`src/rtl/skl_pkg.sv`:
```
// Package for the sorted key list: request and response payload types,
// command and status codes, controller states and control structs.
// No dependencies.
`default_nettype none

package skl_pkg;

   // Fixed field widths of the request and response payloads.
   localparam int KEY_FIELD_WIDTH   = 32;
   localparam int COUNT_FIELD_WIDTH = 5;
   localparam int STATUS_WIDTH      = 2;
   // Widest key the store supports; used to widen and narrow keys.
   localparam int MAX_KEY_WIDTH     = 64;

   // Request commands.
   localparam logic CMD_INSERT = 1'b0;
   localparam logic CMD_REMOVE = 1'b1;

   // Response status codes.
   localparam logic [STATUS_WIDTH-1:0] STATUS_DONE      = 2'd0;
   localparam logic [STATUS_WIDTH-1:0] STATUS_FULL      = 2'd1;
   localparam logic [STATUS_WIDTH-1:0] STATUS_NOT_FOUND = 2'd2;

   typedef struct packed {
      logic                               command;
      logic signed [KEY_FIELD_WIDTH-1:0]  key;
   } req_payload_type;

   typedef struct packed {
      logic [STATUS_WIDTH-1:0]            status;
      logic [COUNT_FIELD_WIDTH-1:0]       entry_count;
      logic                               list_empty;
      logic signed [KEY_FIELD_WIDTH-1:0]  smallest_key;
   } rsp_payload_type;

   // Controller states.
   typedef enum logic [1:0] {
      ST_IDLE,
      ST_COMPARE,
      ST_REDUCE,
      ST_COMMIT
   } state_type;

   // Controller to datapath.
   typedef struct packed {
      logic load;      // capture the request
      logic compare;   // register per-cell compare results
      logic reduce;    // register the found flag
      logic commit;    // load the response register
      logic write_en;  // apply the insert or remove to the cells
   } dp_cmd_type;

   // Datapath to controller.
   typedef struct packed {
      logic is_remove;
      logic full;
      logic found;
   } dp_status_type;

endpackage

`default_nettype wire

```
`src/rtl/skl_ctrl.sv`:
```
// Controller of the sorted key list: sequences compare, reduce and commit
// for one request and owns the request and response handshakes.
// Depends on skl_pkg.
`default_nettype none

module skl_ctrl (
   input  wire logic                  clock,
   input  wire logic                  reset,
   input  wire logic                  req_valid,
   output logic                       req_ready,
   output logic                       rsp_valid,
   input  wire logic                  rsp_ready,
   output skl_pkg::dp_cmd_type        dp_cmd,
   input  wire skl_pkg::dp_status_type dp_status
);

   skl_pkg::state_type state_ff, state_in;
   logic               rsp_valid_ff, rsp_valid_in;

   // State and response valid registers.
   always_ff @(posedge clock) begin
      if (reset) begin
         state_ff     <= skl_pkg::ST_IDLE;
         rsp_valid_ff <= 1'b0;
      end else begin
         state_ff     <= state_in;
         rsp_valid_ff <= rsp_valid_in;
      end
   end

   // Next state and commands to the datapath.
   always_comb begin
      state_in        = state_ff;
      dp_cmd          = '0;
      req_ready       = 1'b0;
      rsp_valid_in    = rsp_valid_ff && !rsp_ready;
      unique case (state_ff)
         skl_pkg::ST_IDLE: begin
            req_ready = 1'b1;
            if (req_valid) begin
               dp_cmd.load = 1'b1;
               state_in    = skl_pkg::ST_COMPARE;
            end
         end
         skl_pkg::ST_COMPARE: begin
            dp_cmd.compare = 1'b1;
            state_in       = skl_pkg::ST_REDUCE;
         end
         skl_pkg::ST_REDUCE: begin
            dp_cmd.reduce = 1'b1;
            state_in      = skl_pkg::ST_COMMIT;
         end
         skl_pkg::ST_COMMIT: begin
            // Wait until the response register is free.
            if (!rsp_valid_ff || rsp_ready) begin
               dp_cmd.commit   = 1'b1;
               dp_cmd.write_en = dp_status.is_remove ? dp_status.found : !dp_status.full;
               rsp_valid_in    = 1'b1;
               state_in        = skl_pkg::ST_IDLE;
            end
         end
         default: begin
            state_in = skl_pkg::ST_IDLE;
         end
      endcase
   end

   assign rsp_valid = rsp_valid_ff;

endmodule

`default_nettype wire

```
`src/rtl/skl_datapath.sv`:
```
// Datapath of the sorted key list: a row of key cells with per-cell
// compare logic, the entry count and the response register.
// Depends on skl_pkg.
`default_nettype none

module skl_datapath #(
   parameter int DEPTH     = 16,
   parameter int KEY_WIDTH = 32
) (
   input  wire logic                    clock,
   input  wire logic                    reset,
   input  wire skl_pkg::req_payload_type req_payload,
   output skl_pkg::rsp_payload_type     rsp_payload,
   input  wire skl_pkg::dp_cmd_type     dp_cmd,
   output skl_pkg::dp_status_type       dp_status
);

   localparam int CountWidth = $clog2(DEPTH + 1);
   localparam int WideCount  = (CountWidth > skl_pkg::COUNT_FIELD_WIDTH) ?
                               CountWidth : skl_pkg::COUNT_FIELD_WIDTH;

   logic [KEY_WIDTH-1:0]  cell_ff [DEPTH];
   logic [KEY_WIDTH-1:0]  cell_in [DEPTH];
   logic [DEPTH-1:0]      valid;
   logic [DEPTH-1:0]      less_ff;
   logic [DEPTH-1:0]      match_ff;
   logic [DEPTH-1:0]      lt;
   logic [CountWidth-1:0] count_ff, count_in;
   logic                  command_ff;
   logic [KEY_WIDTH-1:0]  key_ff;
   logic                  found_ff;
   logic                  full;
   logic [skl_pkg::MAX_KEY_WIDTH-1:0] key_wide;
   logic [skl_pkg::MAX_KEY_WIDTH-1:0] smallest_wide;
   logic [WideCount-1:0]  count_wide;
   skl_pkg::rsp_payload_type rsp_ff, rsp_in;

   // Request capture; the key is sign-extended, then cut to the key width.
   assign key_wide = skl_pkg::MAX_KEY_WIDTH'(req_payload.key);

   always_ff @(posedge clock) begin
      if (dp_cmd.load) begin
         command_ff <= req_payload.command;
         key_ff     <= key_wide[KEY_WIDTH-1:0];
      end
   end

   // Per-cell compare against the captured key, registered.
   for (genvar i = 0; i < DEPTH; i++) begin : g_cmp
      assign valid[i] = (count_ff > CountWidth'(i));
      assign lt[i]    = valid[i] && less_ff[i];

      always_ff @(posedge clock) begin
         if (dp_cmd.compare) begin
            less_ff[i]  <= ($signed(cell_ff[i]) < $signed(key_ff));
            match_ff[i] <= valid[i] && (cell_ff[i] == key_ff);
         end
      end
   end

   // Found flag for remove.
   always_ff @(posedge clock) begin
      if (dp_cmd.reduce) begin
         found_ff <= |match_ff;
      end
   end

   assign full = (count_ff == CountWidth'(DEPTH));

   assign dp_status.is_remove = (command_ff == skl_pkg::CMD_REMOVE);
   assign dp_status.full      = full;
   assign dp_status.found     = found_ff;

   // Next cell values: insert opens a slot at the first cell not below the
   // key; remove shifts down from the first cell not below the key.
   for (genvar i = 0; i < DEPTH; i++) begin : g_cell
      if (i == 0) begin : g_first
         always_comb begin
            if (command_ff == skl_pkg::CMD_REMOVE) begin
               if (!less_ff[0] && DEPTH > 1) cell_in[0] = cell_ff[1 % DEPTH];
               else                          cell_in[0] = cell_ff[0];
            end else begin
               if (lt[0]) cell_in[0] = cell_ff[0];
               else       cell_in[0] = key_ff;
            end
         end
      end else if (i == DEPTH - 1) begin : g_last
         always_comb begin
            if (command_ff == skl_pkg::CMD_REMOVE) begin
               cell_in[i] = cell_ff[i];
            end else begin
               if (lt[i])          cell_in[i] = cell_ff[i];
               else if (lt[i - 1]) cell_in[i] = key_ff;
               else                cell_in[i] = cell_ff[i - 1];
            end
         end
      end else begin : g_mid
         always_comb begin
            if (command_ff == skl_pkg::CMD_REMOVE) begin
               if (!less_ff[i]) cell_in[i] = cell_ff[i + 1];
               else             cell_in[i] = cell_ff[i];
            end else begin
               if (lt[i])          cell_in[i] = cell_ff[i];
               else if (lt[i - 1]) cell_in[i] = key_ff;
               else                cell_in[i] = cell_ff[i - 1];
            end
         end
      end

      always_ff @(posedge clock) begin
         if (dp_cmd.write_en) begin
            cell_ff[i] <= cell_in[i];
         end
      end
   end

   // Entry count.
   always_comb begin
      count_in = count_ff;
      if (dp_cmd.write_en) begin
         if (command_ff == skl_pkg::CMD_REMOVE) count_in = count_ff - 1'b1;
         else                                   count_in = count_ff + 1'b1;
      end
   end

   always_ff @(posedge clock) begin
      if (reset) begin
         count_ff <= '0;
      end else begin
         count_ff <= count_in;
      end
   end

   // Response built from the state after this request.
   always_comb begin
      smallest_wide                = '0;
      smallest_wide[KEY_WIDTH-1:0] = cell_in[0];
      if (!dp_cmd.write_en) smallest_wide[KEY_WIDTH-1:0] = cell_ff[0];
      count_wide = WideCount'(count_in);

      rsp_in.entry_count = count_wide[skl_pkg::COUNT_FIELD_WIDTH-1:0];
      rsp_in.list_empty  = (count_in == '0);
      if (count_in == '0) rsp_in.smallest_key = '0;
      else rsp_in.smallest_key = smallest_wide[skl_pkg::KEY_FIELD_WIDTH-1:0];

      if (dp_cmd.write_en)                       rsp_in.status = skl_pkg::STATUS_DONE;
      else if (command_ff == skl_pkg::CMD_REMOVE) rsp_in.status = skl_pkg::STATUS_NOT_FOUND;
      else                                       rsp_in.status = skl_pkg::STATUS_FULL;
   end

   always_ff @(posedge clock) begin
      if (dp_cmd.commit) begin
         rsp_ff <= rsp_in;
      end
   end

   assign rsp_payload = rsp_ff;

endmodule

`default_nettype wire

```
`src/rtl/sorted_key_list.sv`:
```
// Sorted key list: keeps up to DEPTH signed keys in ascending order.
// Each request passes through capture, per-cell compare, found reduction
// and commit; commit waits until the response register is free, loads it
// and raises rsp_valid, and only then is a new request accepted.
// Reset clears the entry count and the handshake state; no clearing pass.
// Depends on skl_pkg, skl_ctrl and skl_datapath.
`default_nettype none

module sorted_key_list #(
   parameter int DEPTH     = 16,
   parameter int KEY_WIDTH = 32
) (
   input  wire logic                    clock,
   input  wire logic                    reset,
   input  wire logic                    req_valid,
   output logic                         req_ready,
   input  wire skl_pkg::req_payload_type req_payload,
   output logic                         rsp_valid,
   input  wire logic                    rsp_ready,
   output skl_pkg::rsp_payload_type     rsp_payload
);

   skl_pkg::dp_cmd_type    dp_cmd;
   skl_pkg::dp_status_type dp_status;

   // Sequencer.
   skl_ctrl u_ctrl (
      .clock     (clock),
      .reset     (reset),
      .req_valid (req_valid),
      .req_ready (req_ready),
      .rsp_valid (rsp_valid),
      .rsp_ready (rsp_ready),
      .dp_cmd    (dp_cmd),
      .dp_status (dp_status)
   );

   // Key cells and response register.
   skl_datapath #(
      .DEPTH     (DEPTH),
      .KEY_WIDTH (KEY_WIDTH)
   ) u_datapath (
      .clock       (clock),
      .reset       (reset),
      .req_payload (req_payload),
      .rsp_payload (rsp_payload),
      .dp_cmd      (dp_cmd),
      .dp_status   (dp_status)
   );

endmodule

`default_nettype wire

```
`config.mk`:
```
export PLATFORM = sky130hd
export DESIGN_NAME = sorted_key_list
export DESIGN_NICKNAME = d
export VERILOG_FILES = /design/src/rtl/skl_pkg.sv /design/src/rtl/skl_ctrl.sv /design/src/rtl/skl_datapath.sv /design/src/rtl/sorted_key_list.sv
export SDC_FILE = /design/constraint.sdc
export NUM_CORES = 2
export LEC_CHECK = 0
export BUFFER_PORTS_ARGS = -buffer_cell sky130_fd_sc_hd__buf_2
export CAP_MARGIN = 0
export CORE_MARGIN = 2
export CORE_UTILIZATION = 55
export CTS_CLUSTER_DIAMETER = 100
export CTS_CLUSTER_SIZE = 10
export DETAILED_ROUTE_END_ITERATION = 12
export GPL_ROUTABILITY_DRIVEN = 0
export PLACE_DENSITY_LB_ADDON = 0.12
export SLEW_MARGIN = 20
export SYNTH_ARGS = -nofsm -noshare
export SYNTH_HDL_FRONTEND = slang
export SYNTH_SLANG_ARGS = --single-unit
```
`constraint.sdc`:
```
create_clock -name clock -period 5 [get_ports clock]
set_input_delay 0.5 -clock clock [delete_from_list [all_inputs] [get_ports clock]]
set_output_delay 0.5 -clock clock [all_outputs]
set_load 0.1 [all_outputs]
```
# After elaboration in Yosys (flattened, before gate mapping)
# Memories as Yosys holds them, arrays and structs flattened.
# Cells that the tools add are included.
[word_totals] register_bits=114 ram_bits=512 input_bits=37 output_inout_bits=42 wordCells=221 memories=1
[op_classes] addsub=2 n_lt_le_gt_ge=32 eq_ne=22 n_mux=81 reduce_logical=41
[memory_table] memory="u_datapath.cell_ff" depth=16 width=32 rd=16 rd_clocked_by_memory_dff=0 write_ports=16 line="skl_datapath.sv:22" source="logic [KEY_WIDTH-1:0] cell_ff [DEPTH];"
[ops] cell="2-to-1 mux 32 bit" count=63
[ops] cell="equality test 32 bit" count=16
[ops] cell="< comparator 32 bit" count=16
[ops] cell="> comparator 5 x 4 -> 1 bit, second input constant" count=8
[ops] cell="logical AND 1 bit" count=33
[ops] cell="> comparator 5 x 3 -> 1 bit, second input constant" count=4
[ops] cell="OR reduction 16 bit" count=1
[ops] cell="> comparator 5 x 1 -> 1 bit, second input constant" count=2
[ops] cell="> comparator 5 x 2 -> 1 bit, second input constant" count=2
[ops] cell="2-to-1 mux 1 bit" count=10
[ops] cell="2-to-1 mux 2 bit" count=5
[ops] cell="2-to-1 mux 5 bit" count=2
[ops] cell="one-hot mux 2 bit (4 select lines)" count=1
[ops] cell="adder 5 x 1 -> 5 bit, second input constant" count=1
[ops] cell="equality test 5 bit, second input constant" count=1
[ops] cell="zero test 5 bit" count=1
[ops] cell="subtractor 5 x 1 -> 5 bit, second input constant" count=1
[ops] cell="equality test 2 bit, second input constant" count=2
[ops] cell="zero test 1 bit" count=3
[ops] cell="equality test 2 x 1 -> 1 bit, second input constant" count=1
[ops] cell="zero test 2 bit" count=1
[ops] cell="inequality test 2 x 1 -> 1 bit, second input constant" count=1
[ops] cell="inequality test 2 bit, second input constant" count=1
[ops] cell="AND reduction 2 bit" count=1
[ops] cell="logical OR 1 bit" count=1

# Depth between registers and ports, before layout
[depth] word_depth=7 ltp_mapped=11 depth_no_buf=8

# Cells and area by module
# Synthesis repeated with hierarchy kept, for this count alone.
[unflattened] cells_unflattened=3924 hier_area_um2=41463.5
[by_module_without_submodules] mod="skl_datapath" n_inst=1 cells_per_inst=3899 area_per_inst_um2=41239.6 seq_area_each_um2=18657.9
[by_module_without_submodules] mod="skl_ctrl" n_inst=1 cells_per_inst=25 area_per_inst_um2=224.0 seq_area_each_um2=60.1

# Worst setup path before layout
# Ideal clock, no wire load.
[synth_timing] path_kind="register to register" startpoint="register u_ctrl.rsp_valid_ff, in the netlist u_ctrl.rsp_valid" endpoint="memory u_datapath.cell_ff[15][0], in the netlist u_datapath.cell_ff[1][224], enable pin" setup_ns=0.470 arrival_ns=4.147 required_ns=4.530 setup_slack_ns=0.383 path_stages_with_launch=7 n_path_buf=2 synth_period_minus_slack_ns=4.617 path_cell_list="dfxtp_1 > nor2b_1 > nand3b_4 > or2_1 > buf_2 > buf_1 > a211oi_1"
[synth_lines] item="start, declared" line="skl_ctrl.sv:18" source="logic rsp_valid_ff, rsp_valid_in;"
[synth_lines] item="start signal, assigned" line="skl_ctrl.sv:27" source="rsp_valid_ff <= rsp_valid_in;"
[synth_lines] item="end, declared" line="skl_datapath.sv:22"

# Worst setup path after layout
[layout_timing] startpoint="register u_datapath.key_ff[23]" endpoint="register u_datapath.less_ff[8], data pin"
[layout_between] elab_chain_cells=1
[layout_rtl] item="start, declared" line="skl_datapath.sv:30" source="logic [KEY_WIDTH-1:0] key_ff;"
[layout_rtl] item="start signal, assigned" line="skl_datapath.sv:44" source="key_ff <= key_wide[KEY_WIDTH-1:0];"
[layout_rtl] item="< comparator 32 bit" line="skl_datapath.sv:55" source="less_ff[i] <= ($signed(cell_ff[i]) < $signed(key_ff));"
[layout_rtl] item="end signal, assigned by index" line="skl_datapath.sv:55"
[layout_rtl] item="end, declared" line="skl_datapath.sv:25" source="logic [DEPTH-1:0] less_ff;"
# Every way passes these cells.
# A chain may end at the register's enable or synchronous reset.

==> flow_summary.yaml <==
outcome:
  outcome: "finished, final reports clean"
logic_synthesis:
  synth_cell_types: 55
  synth-seq-cells: 626
  synth-simple-area-share: 0.1349
  syn-cell-area_um2: 41380
  syn_nets: 4876
  synth_most_common_cell: "nand2_1"
  yosys_warnings: 0
  synth-edff-count: 618
  avgSynthCellArea_um2: 9.585
  synthAdderAreaFrac: 0.1578
  synth_seq_area_share: 0.4524
  synth_top_area_share: 0.4485
  synth_ff_type: "edfxtp_1"
  synthXorXnorAreaFrac: 0.0008467
  synth-compound-area-share: 0.1754
  syn_inst: 4317
  yosys.area.top_type: "edfxtp_1"
  synthMuxAreaShare: 0.04578
  async_flop_share: 0
  synth_common_cells: "740 x nand2_1, 618 x edfxtp_1, 553 x a21oi_1"
  synth_top_family_by_area: "compound AO/OA/AOI/OAI gates"
  yosys-top-cells-area: "edfxtp_1 45%, ha_1 16%, nand2_1 6.7%"
drt:
  wl_per_cell_um: 22.67
  drtIter0Drc: 3385
  via_count: 32980
  viasPerCell: 6.261
  wl_um: 119400
  drt_pass1_iterations: 5
  drc: 0
  ant_nets: 0
place:
  dp_hpwl_um: 86200
  numPortBuffers: 78
  dpl_cell_area_um2: 42610
clock_tree:
  post-cts-setup-buffers: 0
  cts_resized: 0
  clockBufferDepth: 3
  cts_buffers: 72
  cts_hold_buffers: 0
  htree_levels: 3
  cts.sinks: 626
  tritoncts: "done"
  clockRootBuffer: "clkbuf_16"
  clock_latency_ns: 0.62
  clkTransAtPathRegs_ns: 0.06
sta:
  finalCriticalPeriod_ns: 3.588
  fin_skew_ns: 0.02400
  fmaxAchievable_mhz: 278.7
  fin_tns_setup_ns: 0
  setup_viol: 0
  slew_headroom: 0.2599
  min_period_over_period: 0.7176
  hold_viol_final: 0
  worst_pin_slew_ns: 1.099
  slew_viol_final: 0
  rsz0062_at_grt: "false"
finish:
  diodes: 0
  area_delta_synth_final_pct: 8.152
  drive_above_1_share: 0.07469
  final.fill_count: 6366
  ff_latch_area_um2: 18720
  final_nets: 4838
  multi_input_comb_area_um2: 21530
  fin_area_um2: 44750
global_routing:
  grt_max_degree: 229
  track_usage: 0.3038
  grt_pass1_wl_um: 183800
  grt_overflow: 0
  antenna_found_initial: 4
  grt_pass1_vias: 31460
worst_setup_path:
  crit_arrival_ns: 3.93
  required_ns: 5.34
  max_stage_delay_ns: 0.79
  cp_top_family: "compound AO/OA/AOI/OAI gates"
  critPathCaptureType: "register"
  cp_cell_sequence: "inv_1, ha_1, nand4_1, a31oi_1, a2111oi_0, nor2_1, a211oi_1, mux2i_1"
  critical_path_class: "register to register"
  cp_max_fo: 21
  cp_num_buf_inv: 1
  slowest_stage: "inv_1"
  cp-start-kind: "register"
floorplan:
  die_h_um: 278.3
  core_um2: 74450
  fp.dieW_um: 278.3
  io_pins: 79
  fp-row-count: 100
  start_util: 0.5558
  dieArea_um2: 77440
power:
  ir_drop_mv: 0.3384
  leakage_nw: 18.63
  power_density_nw_per_um2: 444.7
hold_path:
  hp-class: "input pin to register"
job:
  cap_viol_max_count: 0
==> per-stage QoR <==
| step | util | hold WS, ns | power [mW] | std cells | worst slack (ns) |
|---|---|---|---|---|---|
| 4_1_cts | 0.5995 | 0.02497 | 19.87 | 5264 | 1.466 |
| 6_report | 0.6011 | 0.05760 | 19.90 | 5267 | 1.412 |
| 3_3_place_gp | 0.5717 | 0.5489 | 14.72 | 5169 | 1.460 |
| 5_1_grt | 0.6011 | 0.03818 | 21.04 | 5267 | 1.153 |
| 2_1_floorplan | - | 0.4937 | 12.68 | 4317 | 0.3833 |
| 3_5_place_dp | 0.5723 | 0.5603 | 14.90 | 5171 | 1.475 |
==> worst paths after layout <==
path | from | end | slack, ns | depth (start not counted)
max | u_datapath.key_ff[23]$_DFFE_PP_ | u_datapath.less_ff[8]$_DFFE_PN_ | 1.41 | 8
min reg2reg | u_datapath.cell_ff[1][242]$_DFFE_PP_ | u_datapath.cell_ff[1][210]$_DFFE_PP_ | 0.56 | 2
max reg2reg | u_datapath.key_ff[23]$_DFFE_PP_ | u_datapath.less_ff[8]$_DFFE_PN_ | 1.41 | 8
min | req_payload[8] | u_datapath.key_ff[8]$_DFFE_PP_ | 0.06 | 1
==> placed cells by master, fill, tap and decap left out, types with 29 or more instances in the layout <==
cell type	netlist	routed
clkbuf_16	0	77
nand4_1	83	83
nor2_1	380	369
edfxtp_1	618	618
ha_1	522	521
o221a_2	32	32
inv_1	82	82
buf_2	45	78
mux2i_1	187	187
a21o_1	35	35
o21ai_0	552	552
a21oi_2	29	29
nand2_1	740	729
buf_4	6	50
a21oi_1	553	550
==> worst register-to-register path, cell delays in order, from the launching register on <==
cell and delay [ns]:
edfxtp_1 0.61, inv_1 0.79, ha_1 0.41, nand4_1 0.15
a31oi_1 0.09, a2111oi_0 0.70, nor2_1 0.19, a211oi_1 0.27
mux2i_1 0.11
==> final cells by class <==
cell class | instances | share of cell area
clock buffers | 90 | 0.04415
inverters | 84 | 0.007102
repair buffers | 136 | 0.02119
well taps | 969 | 0.02709
flip-flops and latches | 626 | 0.4183
multi-input cells | 3359 | 0.4811
clock inverters | 3 | 0.001062
==> state kept, by name, summed over array words and instances (netlist names) <==
signal and flops:
u_datapath.rsp_payload 40, u_datapath.key_ff 32, u_datapath.found_ff 1, u_datapath.match_ff 16, u_datapath.cell_ff 512, u_datapath.command_ff 1
u_datapath.count_ff 5, u_ctrl.rsp_valid 1, u_datapath.less_ff 16, u_ctrl.state_ff 2
==> power by group <==
part	internal, mW	leakage (nW)	switching [mW]
registers	6.96	5.70	0.724
clock network	2.79	0.987	2.16
logic	2.39	11.9	4.88
total	12.1	18.6	7.76
==> routing by layer <==
metal,part of all wire,GRT usage,vias up
li1,-,-,15790
met1,0.45,0.4317,15960
met2,0.46,0.4866,1028
met3,0.053,0.02938,199
met4,0.036,0.1074,0
met5,0,0,-
==> cells by family (layout without fill, tap and decap cells) <==
logic type	Yosys count	count (layout)
fa+ha+maj	522	522
simple gates	1341	1341
mux	189	189
xor+xnor	4	4
compound gates	1303	1303
flops	626	626
buf+inv	332	313
No activity file was read; power rests on OpenSTA's default activity.
